==> src/hw/rtl/mewd_pkg.sv <==
// Package for the encoded-word decoder: result entry, word state and
// character constants, plus the hex and base64 symbol lookups.
// No dependencies.
package mewd_pkg;

  localparam logic [7:0] CHR_US  = 8'h5F;
  localparam logic [7:0] CHR_EQ  = 8'h3D;
  localparam logic [7:0] CHR_SP  = 8'h20;
  localparam logic [7:0] CHR_TAB = 8'h09;
  localparam logic [7:0] CHR_CR  = 8'h0D;
  localparam logic [7:0] CHR_LF  = 8'h0A;
  localparam logic [7:0] CHR_PLS = 8'h2B;
  localparam logic [7:0] CHR_SL  = 8'h2F;
  localparam logic [5:0] B64_PLS = 6'd62;
  localparam logic [5:0] B64_SL  = 6'd63;
  localparam int unsigned MAX_RES = 3;

  typedef struct packed {
    logic [7:0] out_byte;
    logic       has_byte;
    logic       word_error;
    logic       word_last;
  } entry_t;

  typedef struct packed {
    logic [1:0]  pend_cnt;
    logic [7:0]  hex_char;
    logic [11:0] acc;
    logic [3:0]  bit_cnt;
    logic        stopped;
    logic        err;
  } word_state_t;

  // {valid, value}
  function automatic logic [4:0] hex_of(input logic [7:0] c);
    logic [4:0] r;
    r = '0;
    if (c >= 8'h30 && c <= 8'h39) r = {1'b1, 4'(c - 8'h30)};
    else if (c >= 8'h61 && c <= 8'h66) r = {1'b1, 4'(c - 8'h57)};
    else if (c >= 8'h41 && c <= 8'h46) r = {1'b1, 4'(c - 8'h37)};
    return r;
  endfunction

  // {valid, value}
  function automatic logic [6:0] b64_of(input logic [7:0] c);
    logic [6:0] r;
    r = '0;
    if (c >= 8'h41 && c <= 8'h5A) r = {1'b1, 6'(c - 8'h41)};
    else if (c >= 8'h61 && c <= 8'h7A) r = {1'b1, 6'(c - 8'h47)};
    else if (c >= 8'h30 && c <= 8'h39) r = {1'b1, 6'(c + 8'h04)};
    else if (c == CHR_PLS) r = {1'b1, B64_PLS};
    else if (c == CHR_SL) r = {1'b1, B64_SL};
    return r;
  endfunction

endpackage

==> src/hw/rtl/mewd_in_if.sv <==
// Input channel: one encoded byte per request, with a last marker.
// Standalone, no dependencies.
interface mewd_in_if;
  logic       valid;
  logic       ready;
  logic [7:0] in_byte;
  logic       in_last;
  modport source (output valid, in_byte, in_last, input ready);
  modport sink (input valid, in_byte, in_last, output ready);
endinterface

==> src/hw/rtl/mewd_out_if.sv <==
// Result channel: one decoded result per request.
// Standalone, no dependencies.
interface mewd_out_if;
  logic       valid;
  logic       ready;
  logic [7:0] out_byte;
  logic       has_byte;
  logic       word_error;
  logic       word_last;
  modport source (output valid, out_byte, has_byte, word_error, word_last, input ready);
  modport sink (input valid, out_byte, has_byte, word_error, word_last, output ready);
endinterface

==> src/hw/rtl/mewd_cfg_if.sv <==
// Configuration write channel carrying the decode mode register.
// Standalone, no dependencies.
interface mewd_cfg_if;
  logic valid;
  logic ready;
  logic decode_mode;
  modport source (output valid, decode_mode, input ready);
  modport sink (input valid, decode_mode, output ready);
endinterface

==> src/hw/rtl/mewd_step.sv <==
// Per-byte decode logic: Q and base64 rules, next word state, up to three results.
// Depends on mewd_pkg.
module mewd_step
  import mewd_pkg::*;
(
  input  logic        mode,
  input  logic [7:0]  in_byte,
  input  logic        in_last,
  input  word_state_t st,
  output word_state_t st_nxt,
  output logic [1:0]  res_n,
  output entry_t      res [MAX_RES]
);

  logic [4:0]  hx;
  logic [4:0]  hh;
  logic [6:0]  bv;
  logic [1:0]  pfx_n;
  logic [7:0]  p0;
  logic [7:0]  p1;
  logic        run_plain;
  logic        pl_has;
  logic [7:0]  pl_byte;
  logic [11:0] acc_n;
  logic [11:0] acc_sh;
  logic [3:0]  bc6;
  logic [1:0]  n_raw;
  logic [1:0]  n_fin;
  logic [7:0]  bytes [MAX_RES];
  word_state_t ns;

  always_comb begin
    ns = st;
    if (ns.pend_cnt == 2'd3) ns.pend_cnt = 2'd0;
    hx = hex_of(in_byte);
    hh = hex_of(st.hex_char);
    bv = b64_of(in_byte);
    pfx_n = 2'd0;
    p0 = '0;
    p1 = '0;
    run_plain = 1'b0;
    pl_has = 1'b0;
    pl_byte = '0;
    acc_n = '0;
    acc_sh = '0;
    bc6 = '0;
    if (!mode) begin
      case (ns.pend_cnt)
        2'd1: begin
          if (hx[4] && !in_last) begin
            ns.pend_cnt = 2'd2;
            ns.hex_char = in_byte;
          end else begin
            ns.pend_cnt = 2'd0;
            pfx_n = 2'd1;
            p0 = CHR_EQ;
            run_plain = 1'b1;
          end
        end
        2'd2: begin
          ns.pend_cnt = 2'd0;
          if (hx[4]) begin
            pl_has = 1'b1;
            pl_byte = {hh[3:0], hx[3:0]};
          end else begin
            pfx_n = 2'd2;
            p0 = CHR_EQ;
            p1 = st.hex_char;
            run_plain = 1'b1;
          end
        end
        default: run_plain = 1'b1;
      endcase
      if (run_plain) begin
        if (in_byte == CHR_US) begin
          pl_has = 1'b1;
          pl_byte = CHR_SP;
        end else if (in_byte == CHR_EQ) begin
          if (!in_last) ns.pend_cnt = 2'd1;
        end else begin
          pl_has = 1'b1;
          pl_byte = in_byte;
        end
      end
    end else if (!ns.stopped) begin
      if (in_byte == CHR_SP || in_byte == CHR_TAB || in_byte == CHR_CR
          || in_byte == CHR_LF) begin
        ns.stopped = ns.stopped;
      end else if (in_byte == CHR_EQ) begin
        ns.stopped = 1'b1;
      end else if (!bv[6]) begin
        ns.err = 1'b1;
        ns.stopped = 1'b1;
      end else begin
        acc_n = {ns.acc[5:0], bv[5:0]};
        ns.acc = acc_n;
        bc6 = ns.bit_cnt + 4'd6;
        if (bc6 >= 4'd8) begin
          ns.bit_cnt = bc6 - 4'd8;
          acc_sh = acc_n >> ns.bit_cnt;
          pl_has = 1'b1;
          pl_byte = acc_sh[7:0];
        end else begin
          ns.bit_cnt = bc6;
        end
      end
    end

    bytes[0] = '0;
    bytes[1] = '0;
    bytes[2] = '0;
    case (pfx_n)
      2'd1: begin
        bytes[0] = p0;
        bytes[1] = pl_byte;
      end
      2'd2: begin
        bytes[0] = p0;
        bytes[1] = p1;
        bytes[2] = pl_byte;
      end
      default: bytes[0] = pl_byte;
    endcase
    n_raw = pfx_n + {1'b0, pl_has};
    n_fin = (in_last && n_raw == 2'd0) ? 2'd1 : n_raw;

    for (int i = 0; i < MAX_RES; i++) begin
      res[i].out_byte   = (2'(i) < n_raw) ? bytes[i] : 8'd0;
      res[i].has_byte   = 2'(i) < n_raw;
      res[i].word_error = ns.err;
      res[i].word_last  = in_last && (2'(i) == n_fin - 2'd1);
    end
    res_n = n_fin;
    st_nxt = in_last ? '0 : ns;
  end

endmodule

==> src/hw/rtl/mime_encoded_word_decoder_top.sv <==
// Encoded-word (Q / base64) decoder top level.
// The first result of a byte is registered and offered in the cycle after its request is taken.
// Throughput: one byte per cycle while the result port is ready; a byte that yields several results
// holds the input until its last result is left, as the port sends one result per cycle from a three-entry buffer.
// Reset (synchronous, rst_n low): mode selects Q, word state and result buffer clear.
// Depends on mewd_pkg, the mewd channel interfaces and mewd_step.
module mime_encoded_word_decoder_top
  import mewd_pkg::*;
(
  input  logic       clk,
  input  logic       rst_n,
  mewd_in_if.sink    in_ch,
  mewd_out_if.source out_ch,
  mewd_cfg_if.sink   cfg_ch
);

  logic        mode_r;
  word_state_t st_r;
  word_state_t st_nxt;
  logic [1:0]  cnt_r;
  logic [1:0]  cnt_nxt;
  entry_t      ent_r [MAX_RES];
  entry_t      ent_nxt [MAX_RES];
  entry_t      res [MAX_RES];
  logic [1:0]  res_n;
  logic        pop;
  logic        take;

  mewd_step u_step (
    .mode    (mode_r),
    .in_byte (in_ch.in_byte),
    .in_last (in_ch.in_last),
    .st      (st_r),
    .st_nxt  (st_nxt),
    .res_n   (res_n),
    .res     (res)
  );

  assign cfg_ch.ready = rst_n;
  assign out_ch.valid = cnt_r != 2'd0;
  assign out_ch.out_byte   = ent_r[0].out_byte;
  assign out_ch.has_byte   = ent_r[0].has_byte;
  assign out_ch.word_error = ent_r[0].word_error;
  assign out_ch.word_last  = ent_r[0].word_last;

  assign pop = out_ch.valid && out_ch.ready;
  assign in_ch.ready = rst_n && ((cnt_r == 2'd0) || (cnt_r == 2'd1 && out_ch.ready));
  assign take = in_ch.valid && in_ch.ready;

  always_comb begin
    ent_nxt = ent_r;
    cnt_nxt = cnt_r;
    if (take) begin
      ent_nxt = res;
      cnt_nxt = res_n;
    end else if (pop) begin
      ent_nxt[0] = ent_r[1];
      ent_nxt[1] = ent_r[2];
      cnt_nxt = cnt_r - 2'd1;
    end
  end

  always_ff @(posedge clk) begin
    ent_r <= ent_nxt;
    if (!rst_n) begin
      mode_r <= 1'b0;
      st_r <= '0;
      cnt_r <= '0;
    end else begin
      cnt_r <= cnt_nxt;
      if (take) st_r <= st_nxt;
      if (cfg_ch.valid) mode_r <= cfg_ch.decode_mode;
    end
  end

endmodule

==> src/flat_wrapper.sv <==
// flat-port wrapper written by rule: the top's interface ports become plain ports
module mime_encoded_word_decoder_top_flat import mewd_pkg::*;
  (clk, rst_n, in_ch_valid, in_ch_in_byte, in_ch_in_last, in_ch_ready, out_ch_valid, out_ch_out_byte, out_ch_has_byte, out_ch_word_error, out_ch_word_last, out_ch_ready, cfg_ch_valid, cfg_ch_decode_mode, cfg_ch_ready);
  mewd_in_if in_ch_i ();
  mewd_out_if out_ch_i ();
  mewd_cfg_if cfg_ch_i ();
  input  logic clk;
  input  logic rst_n;
  input wire logic [$bits(in_ch_i.valid)-1:0] in_ch_valid;
  input wire logic [$bits(in_ch_i.in_byte)-1:0] in_ch_in_byte;
  input wire logic [$bits(in_ch_i.in_last)-1:0] in_ch_in_last;
  output wire logic [$bits(in_ch_i.ready)-1:0] in_ch_ready;
  output wire logic [$bits(out_ch_i.valid)-1:0] out_ch_valid;
  output wire logic [$bits(out_ch_i.out_byte)-1:0] out_ch_out_byte;
  output wire logic [$bits(out_ch_i.has_byte)-1:0] out_ch_has_byte;
  output wire logic [$bits(out_ch_i.word_error)-1:0] out_ch_word_error;
  output wire logic [$bits(out_ch_i.word_last)-1:0] out_ch_word_last;
  input wire logic [$bits(out_ch_i.ready)-1:0] out_ch_ready;
  input wire logic [$bits(cfg_ch_i.valid)-1:0] cfg_ch_valid;
  input wire logic [$bits(cfg_ch_i.decode_mode)-1:0] cfg_ch_decode_mode;
  output wire logic [$bits(cfg_ch_i.ready)-1:0] cfg_ch_ready;
  assign in_ch_i.valid = in_ch_valid;
  assign in_ch_i.in_byte = in_ch_in_byte;
  assign in_ch_i.in_last = in_ch_in_last;
  assign in_ch_ready = in_ch_i.ready;
  assign out_ch_valid = out_ch_i.valid;
  assign out_ch_out_byte = out_ch_i.out_byte;
  assign out_ch_has_byte = out_ch_i.has_byte;
  assign out_ch_word_error = out_ch_i.word_error;
  assign out_ch_word_last = out_ch_i.word_last;
  assign out_ch_i.ready = out_ch_ready;
  assign cfg_ch_i.valid = cfg_ch_valid;
  assign cfg_ch_i.decode_mode = cfg_ch_decode_mode;
  assign cfg_ch_ready = cfg_ch_i.ready;
  mime_encoded_word_decoder_top u_core (.clk(clk), .rst_n(rst_n), .in_ch(in_ch_i), .out_ch(out_ch_i), .cfg_ch(cfg_ch_i));
endmodule
==> config.mk <==
export PLATFORM = sky130hd
export DESIGN_NAME = mime_encoded_word_decoder_top_flat
export DESIGN_NICKNAME = d
export VERILOG_FILES = /design/src/hw/rtl/mewd_pkg.sv /design/src/hw/rtl/mewd_in_if.sv /design/src/hw/rtl/mewd_out_if.sv /design/src/hw/rtl/mewd_cfg_if.sv /design/src/hw/rtl/mewd_step.sv /design/src/hw/rtl/mime_encoded_word_decoder_top.sv /design/src/flat_wrapper.sv
export SDC_FILE = /design/constraint.sdc
export NUM_CORES = 1
export LEC_CHECK = 0
export BUFFER_PORTS_ARGS = -buffer_cell sky130_fd_sc_hd__buf_2
export CAP_MARGIN = 25
export CELL_PAD_IN_SITES_DETAIL_PLACEMENT = 0
export CELL_PAD_IN_SITES_GLOBAL_PLACEMENT = 1
export CORE_MARGIN = 1.5
export CORE_UTILIZATION = 40
export DETAILED_ROUTE_END_ITERATION = 6
export GPL_TIMING_DRIVEN = 1
export PLACE_DENSITY_LB_ADDON = 0.1
export SYNTH_ARGS = -nofsm -noshare
export SYNTH_HDL_FRONTEND = slang
export SYNTH_SLANG_ARGS = --single-unit
==> constraint.sdc <==
create_clock -name clk -period 6.07 [get_ports clk]
set_clock_uncertainty 0.15 [all_clocks]
set_input_delay 1.214 -clock clk [delete_from_list [all_inputs] [get_ports clk]]
set_output_delay 1.214 -clock clk [all_outputs]
set_load 0.05 [all_outputs]
==> results of run 1 <==
## placed cells by master, fill, tap and decap left out, types with 7 or more instances in the layout
| cell type | count |
|---|---|
| nand2_1 | 42 |
| nor2_1 | 37 |
| edfxtp_1 | 33 |
| buf_2 | 28 |
| o21ai_0 | 26 |
| a21oi_1 | 24 |
| inv_1 | 24 |
| dfxtp_1 | 24 |
| ha_1 | 20 |
| nor2b_1 | 19 |
| nor3_1 | 16 |
| nand3_1 | 13 |
| clkbuf_8 | 9 |
| a21o_1 | 8 |
| a22o_1 | 7 |
## synth_stat cells, types with 3 or more instances
library cell,instances
nand2_1,42
nor2_1,37
edfxtp_1,33
o21ai_0,26
a21oi_1,24
dfxtp_1,24
inv_1,24
ha_1,20
nor2b_1,19
nor3_1,16
clkbuf_1,15
buf_4,14
nand3_1,13
a21o_1,8
a22o_1,7
a211oi_1,6
and3_1,6
buf_2,6
nand2b_1,6
nand4_1,6
a221o_1,5
a22oi_1,5
xnor2_1,5
a211o_1,4
o22ai_1,4
o31ai_1,4
or3_1,4
a31oi_1,3
and2_1,3
and4_1,3
nor2_2,3
nor3_2,3
nor4_1,3
nor4b_1,3
o21ai_1,3
## per-layer routing
| metal | up-vias | share of wire | global-route usage |
|---|---|---|---|
| li1 | 1759 | - | - |
| met2 | 78 | 0.47 | 0.339 |
| met1 | 1754 | 0.47 | 0.281 |
| met3 | 16 | 0.036 | 0.0445 |
| met5 | - | 0 | 0 |
| met4 | 0 | 0.020 | 0.0646 |
## critical path, delay by kind of cell
family | cells | cell delay (ns)
AOI/OAI and AO/OA | 2 | 0.51
xor gates and xnor gates | 1 | 0.14
adders and majority gates | 2 | 0.60
buffers and inverters | 4 | 0.57
and+or+nand+nor | 5 | 1.79
## where the power goes
group | internal [mW] | switching, mW
combinational | 0.0715 | 0.175
clock | 0.187 | 0.157
sequential | 0.458 | 0.0130
## cell type report
| class | count | area share |
|---|---|---|
| clock buffers | 10 | 0.0283 |
| clock inverters | 6 | 0.0133 |
| inverters | 25 | 0.0214 |
| multi-input cells | 355 | 0.539 |
| flip-flops and latches | 57 | 0.326 |
| well taps | 136 | 0.0377 |
| repair buffers | 30 | 0.0344 |
## how the worst max path moves through the flow
| stage | end | start | depth (start not counted) |
|---|---|---|---|
| detailed placement | u_core.ent_r[21]$_DFFE_PP_ | in_ch_in_byte[0] | 14 |
| CTS | u_core.ent_r[21]$_DFFE_PP_ | in_ch_in_byte[0] | 14 |
| floorplan | u_core.ent_r[18]$_DFFE_PP_ | in_ch_in_byte[2] | 16 |
| finish | u_core.ent_r[21]$_DFFE_PP_ | in_ch_in_byte[2] | 14 |
| global placement | u_core.ent_r[18]$_DFFE_PP_ | in_ch_in_byte[0] | 14 |
| global route | u_core.ent_r[18]$_DFFE_PP_ | in_ch_in_byte[0] | 14 |
## cells by family after synthesis
group                    Yosys count
adder cells (fa/ha/maj)           20
flip-flops                        57
XOR/XNOR                           7
multiplexers                       4
AO/OA/AOI/OAI                    139
AND/OR/NAND/NOR                  185
buffers and inverters             61
## per-stage QoR
| step | hold WS (ns) | util | setup slack [ns] |
|---|---|---|---|
| floorplan | 0.283 | - | 1.28 |
| global placement | 0.321 | 0.422 | 0.965 |
| detailed placement | 0.325 | 0.422 | 0.862 |
| CTS | 0.341 | 0.441 | 1.23 |
| global route | 0.356 | 0.441 | 1.04 |
| finish | 0.336 | 0.441 | 1.18 |
## flip-flops by register name (all words and copies together), names as in the netlist
name and cells:
u_core.out_ch.out_byte 8, u_core.cnt_r 2, u_core.out_ch.has_byte 1, u_core.out_ch.word_last 1, u_core.out_ch.word_error 1, u_core.ent_r 22
u_core.st_r 21, u_core.mode_r 1
==> results by group, run 1 <==
Timing
  • Final worst-path cycle share: 0.806
  • Fin crit period: slightly below 5 ns
  • Final setup fails: 0
  • Slew Viols, Final: 0
  • Setup TNS: 0 ns
  • RSZ-0062 raised after global routing: no
  • Worst slew pin tran: between 0.9 and 1 ns
  • Worst slew margin: 0.317
  • Final Hold Vio Count: 0
  • Fmax: 204 MHz

Synth
  • Top_reg_cell synth: edfxtp_1
  • Top-area cell type share of the netlist area: 0.236
  • Yosys reg bits: between 50 and 60
  • Mapped Cells: about 470
  • Synth area leader: edfxtp_1
  • Avg Synthesized Cell Area: just under 9 sq um
  • Post-synth EDFFs: 33
  • Post-synthesis xor/xnor area fraction: 0.0191
  • Ys Warns: 0
  • Synth unique cells: 86
  • Main area contributors after synthesis: edfxtp_1 24%, dfxtp_1 11%, ha_1 6.0%, nand2_1 3.8%, nor2_1 3.3%
  • Post-Synth Adder-Cell Area: 0.0596
  • Share of flip-flops with an asynchronous set or reset: 0
  • Syn nets: around 500
  • Simple-gate portion of the synthesized area: 0.242
  • Synth Area in Compound Gates: 0.248
  • Post-synthesis mux area share: 0.0101
  • Mapped Area: approximately 0.0042 sq mm
  • Post-synthesis sequential area ratio: 0.350
  • Main combinational cell family by area after synthesis: compound AO/OA/AOI/OAI gates

Clocking
  • Clock-pin slew on the worst setup and hold paths: around 0.07 ns
  • CTS buffer count: 9
  • Clock Sinks: between 50 and 60
  • Cts repair resizes: 0
  • Root buffer cell: clkbuf_8
  • Post-CTS Hold Buffers: 0
  • Later-pin clock latency in the skew report: 0.34 ns
  • H-tree depth: 3
  • Setup repair bufs after CTS: 0
  • CTS tree: done
  • Bufs on Longest Clock Path: 2

Floorplan
  • Core Region: 0.0102 sq mm
  • Full die area: ~0.011 sq mm
  • Initial Utilization: 0.410
  • Row cnt: 37
  • IO Pins: 29
  • Die W: between 100 and 150 microns
  • Die H: about 110 microns

Detailed routing
  • Vias: around 3600
  • DR pass1 iterations: 4
  • Starting DRT DRC Count: 297
  • Detail Route Antenna Nets: 0
  • DR DRC count: 0
  • Vias per cell: between 5 and 6
  • Final WL: roughly 11000 microns
  • WL per Instance: 17.9 microns

Cells and area
  • Ant. Diodes: 0
  • Layout cells sized above 1: 0.153
  • Total area of sequential cells: ~0.0015 sq mm
  • Area Growth Syn to Fin: 7.39%
  • Multi-input gate area: between 0.002 and 0.0025 sq mm
  • Nets@finish: between 500 and 600
  • Fillers: between 1000 and 1500
  • Cell Count, Final, Fillers Out: ~620
  • Design area: 0.00451 sq mm

Placed design
  • GP Congestion: between 0.8 and 0.9
  • Dpl hpwl: 8280 microns
  • Post-DP Area: roughly 0.0043 sq mm
  • Placed cells: roughly 600
  • Port bufs: 28

Critical path
  • Crit-path cells: buf_2, inv_1, ha_1, or3b_4, and4_1, nor3_4, o21ai_0, or3_1, inv_1, ha_1, xor2_4, and3_1, a222oi_1, inv_1
  • Reg2reg setup slack: approximately 2.6 ns
  • Critical path fanouts, max: 14
  • RR Startpoint: u_core.st_r[3]$_SDFFE_PN0P_
  • CP dominant cell by count: inv_1
  • Reg2reg end: u_core.ent_r[21]$_DFFE_PP_
  • Worst path max stage delay: roughly 0.43 ns
  • WP data required: between 6 and 7 ns
  • WS Path Type: input port to register
  • Worst r2r path cells: 11
  • Slowest CP cell: or3b_4
  • Crit path capture type: register
  • Setup crit start kind: input port
  • Critical path arrival: slightly below 5 ns

GRT
  • GRT overflow: 0
  • First-pass GRT wire length: 18300 microns
  • Initial antenna violation count: 0
  • Vias in the first global route: 3428
  • Largest net degree at the start of global routing: 33
  • GRT Overall Usage: 0.210

Run status
  • Status: complete, no violations

Worst hold path
  • Hold Crit Class: register to register
  • WHS Endpoint: u_core.st_r[23]$_SDFFE_PN0P_
  • Hold Startpoint: u_core.st_r[23]$_SDFFE_PN0P_
  • Hold Path Depth: 2

Run
  • Maxcap violations: 0

Pwr
  • Maximum vdd drop: ~100 uV
  • P per Cell Area: about 240 mW/mm^2
  • Total Power: roughly 1.1 mW
  • Leakage: roughly 1.7 nW
Power figures use the tool's default switching activity.
==> inputs of run 2 (changes only) <==
==> constraint.sdc (replaced) <==
create_clock -name clk -period 4.2 [get_ports clk]
set_clock_uncertainty 0.15 [all_clocks]
set_input_delay 0.84 -clock clk [delete_from_list [all_inputs] [get_ports clk]]
set_output_delay 0.84 -clock clk [all_outputs]
set_load 0.05 [all_outputs]
==> run 2 against run 1 <==
- non-clock buffer count is 21 higher
- largest power group unchanged
- highest routed layer unchanged
- die area stayed put
- utilization is 1.7 points higher
- power is 43% higher
- via count is 2.8% higher
==> results by group, run 2 (synthesis gave the netlist of run 1 again) <==
Run status
  • Status: complete, no violations

GRT
  • Met3 Usage GRT: 0.0421 (-0.00247)
  • Largest net degree at the start of global routing: 32 (-3.0%)
  • Met2 usage: 0.386 (+0.0467)
  • GRT overflow: 0 (unchanged)
  • GRT Overall Usage: 0.226 (+0.0160)
  • Vias in the first global route: 3664 (+6.9%)
  • Most crowded layer after global routing: met2
  • Initial antenna violation count: 0 (unchanged)
  • Routing usage on met1: 0.280 (-0.000803)
  • First-pass GRT wire length: 19400 microns (+6.5%)

Cells and area
  • Layout cells sized above 1: 0.202 (+0.0492)
  • Fillers: 1006 (-4.9%)
  • Design area: 0.00468 sq mm (+3.8%)
  • Area Growth Syn to Fin: 11.5%
  • Most frequent cells in the layout: 42 x nand2_1, 37 x nor2_1, 33 x edfxtp_1, 28 x buf_2, 25 x o21ai_0
  • Biggest register: u_core.ent_r
  • Commonest non-fill, non-tap cell in the layout: nand2_1
  • Cell Count, Final, Fillers Out: 640 (+3.4%)
  • Number of flip-flops under the largest register name: 22 (unchanged)
  • Ant. Diodes: 0 (unchanged)
  • Nets@finish: 534 (+4.1%)

Worst hold path
  • Hold Path Depth: 2 (unchanged)
  • Hold Crit Class: register to register

Run
  • Maxcap violations: 0 (unchanged)

Timing
  • WHS: 0.335 ns (-0.00119 ns)
  • RSZ-0062 raised after global routing: no
  • Fin crit period: 3.82 ns
  • Slew Viols, Final: 0 (unchanged)
  • Worst slew margin: 0.314 (-0.00327)
  • Fmax: roughly 260 MHz
  • Worst slew pin tran: 1.00 ns (+0.00478 ns)
  • Final Hold Vio Count: 0 (unchanged)
  • Setup ws final: 0.377 ns (-0.802 ns)
  • Final worst-path cycle share: 0.910
  • Setup TNS: 0 ns (unchanged)
  • Final setup fails: 0 (unchanged)

Clocking
  • Setup repair bufs after CTS: 0 (unchanged)
  • CTS buffer count: 9 (unchanged)
  • Bufs on Longest Clock Path: 2 (unchanged)
  • Root buffer cell: clkbuf_8
  • Clock Sinks: 57 (unchanged)
  • Post-CTS Hold Buffers: 0 (unchanged)
  • Cts repair resizes: 0 (unchanged)
  • Clock-pin slew on the worst setup and hold paths: 0.08 ns (about the same)
  • CTS tree: done
  • Later-pin clock latency in the skew report: 0.34 ns (about the same)
  • H-tree depth: 3 (unchanged)

Critical path
  • Worst r2r path cells: 11 (unchanged)
  • Critical path fanouts, max: 6 (-8)
  • Crit path capture type: register
  • WS Path Type: input port to register
  • Critical path arrival: 3.77 ns (-1.07 ns)
  • WP data required: 4.15 ns (-1.87 ns)
  • Setup crit start kind: input port

Detailed routing
  • DR DRC count: 0 (unchanged)
  • Starting DRT DRC Count: 237 (-20%)
  • Detail Route Antenna Nets: 0 (unchanged)
  • Vias per cell: 5.80 (-0.55%)
  • DR pass1 iterations: 6 (+2)
  • WL per Instance: 18.3 microns (+2.2%)
  • Final WL: 11700 microns (+5.7%)
  • Vias: 3709 (+2.8%)

Floorplan
  • Row cnt: 37 (unchanged)
  • Full die area: 0.0111 sq mm (unchanged)
  • Initial Utilization: 0.410 (unchanged)
  • Die H: 105 microns (unchanged)
  • Core Region: 0.0102 sq mm (unchanged)
  • IO Pins: 29 (unchanged)
  • Die W: 105 microns (unchanged)

Pwr
  • Maximum vdd drop: 187 uV (+83%)
  • Leakage: 1.74 nW (+5.3%)
  • P per Cell Area: 323 mW/mm^2 (+37%)

Placed design
  • GP Congestion: 0.925 (+4.3%)
  • Placed cells: 624 (+3.5%)
  • Pre-CTS setup slack: 0.0721 ns (-0.790 ns)
  • Port bufs: 28 (unchanged)
  • Post-DP Area: 0.00451 sq mm (+4.4%)
  • Dpl hpwl: 8920 microns (+7.7%)
-- run 2: power breakdown --
group	switching [mW]	internal, mW
Sequential	0.0186	0.662
Combinational	0.260	0.116
Clock	0.245	0.212
-- run 2: critical path, cell delays in order --
cell,delay [ns]
buf_2,0.13
inv_2,0.14
ha_4,0.18
or3b_4,0.40
and3_4,0.20
o21ai_0,0.41
o22ai_1,0.12
a21oi_1,0.38
a221oi_1,0.24
a211o_1,0.38
a221o_1,0.34
-- run 2: through the flow --
| step | utilization | power (mW) |
|---|---|---|
| floorplan | - | 0.990 |
| CTS | 0.458 | 1.53 |
| finish | 0.458 | 1.51 |
| global placement | 0.441 | 1.07 |
| global route | 0.458 | 1.59 |
| detailed placement | 0.441 | 1.07 |
-- run 2: layout make-up --
class,count,area (sq um),share of cell area
tap,136,170,0.0364
multi-input combinational,355,2460,0.526
clock buffer,9,124,0.0265
inverter,25,96.3,0.0206
timing repair buffer,51,313,0.0668
sequential,57,1470,0.314
clock inverter,7,46.3,0.00989
-- run 2: final timing paths --
path | from | endpoint | slack (ns)
worst max-delay path | in_ch_in_byte[2] | u_core.out_ch.out_byte[5]$_DFFE_PP_ | 0.38
worst min-delay path | u_core.st_r[23]$_SDFFE_PN0P_ | u_core.st_r[23]$_SDFFE_PN0P_ | 0.34
worst max register to register | u_core.st_r[3]$_SDFFE_PN0P_ | u_core.ent_r[21]$_DFFE_PP_ | 0.92
worst min register to register | u_core.st_r[23]$_SDFFE_PN0P_ | u_core.st_r[23]$_SDFFE_PN0P_ | 0.34
-- run 2: per-layer routing --
| metal | wire (microns) | up-vias |
|---|---|---|
| li1 | - | 1793 |
| met1 | 5020 | 1782 |
| met2 | 5740 | 110 |
| met3 | 552 | 24 |
| met4 | 385 | 0 |
| met5 | 0 | - |
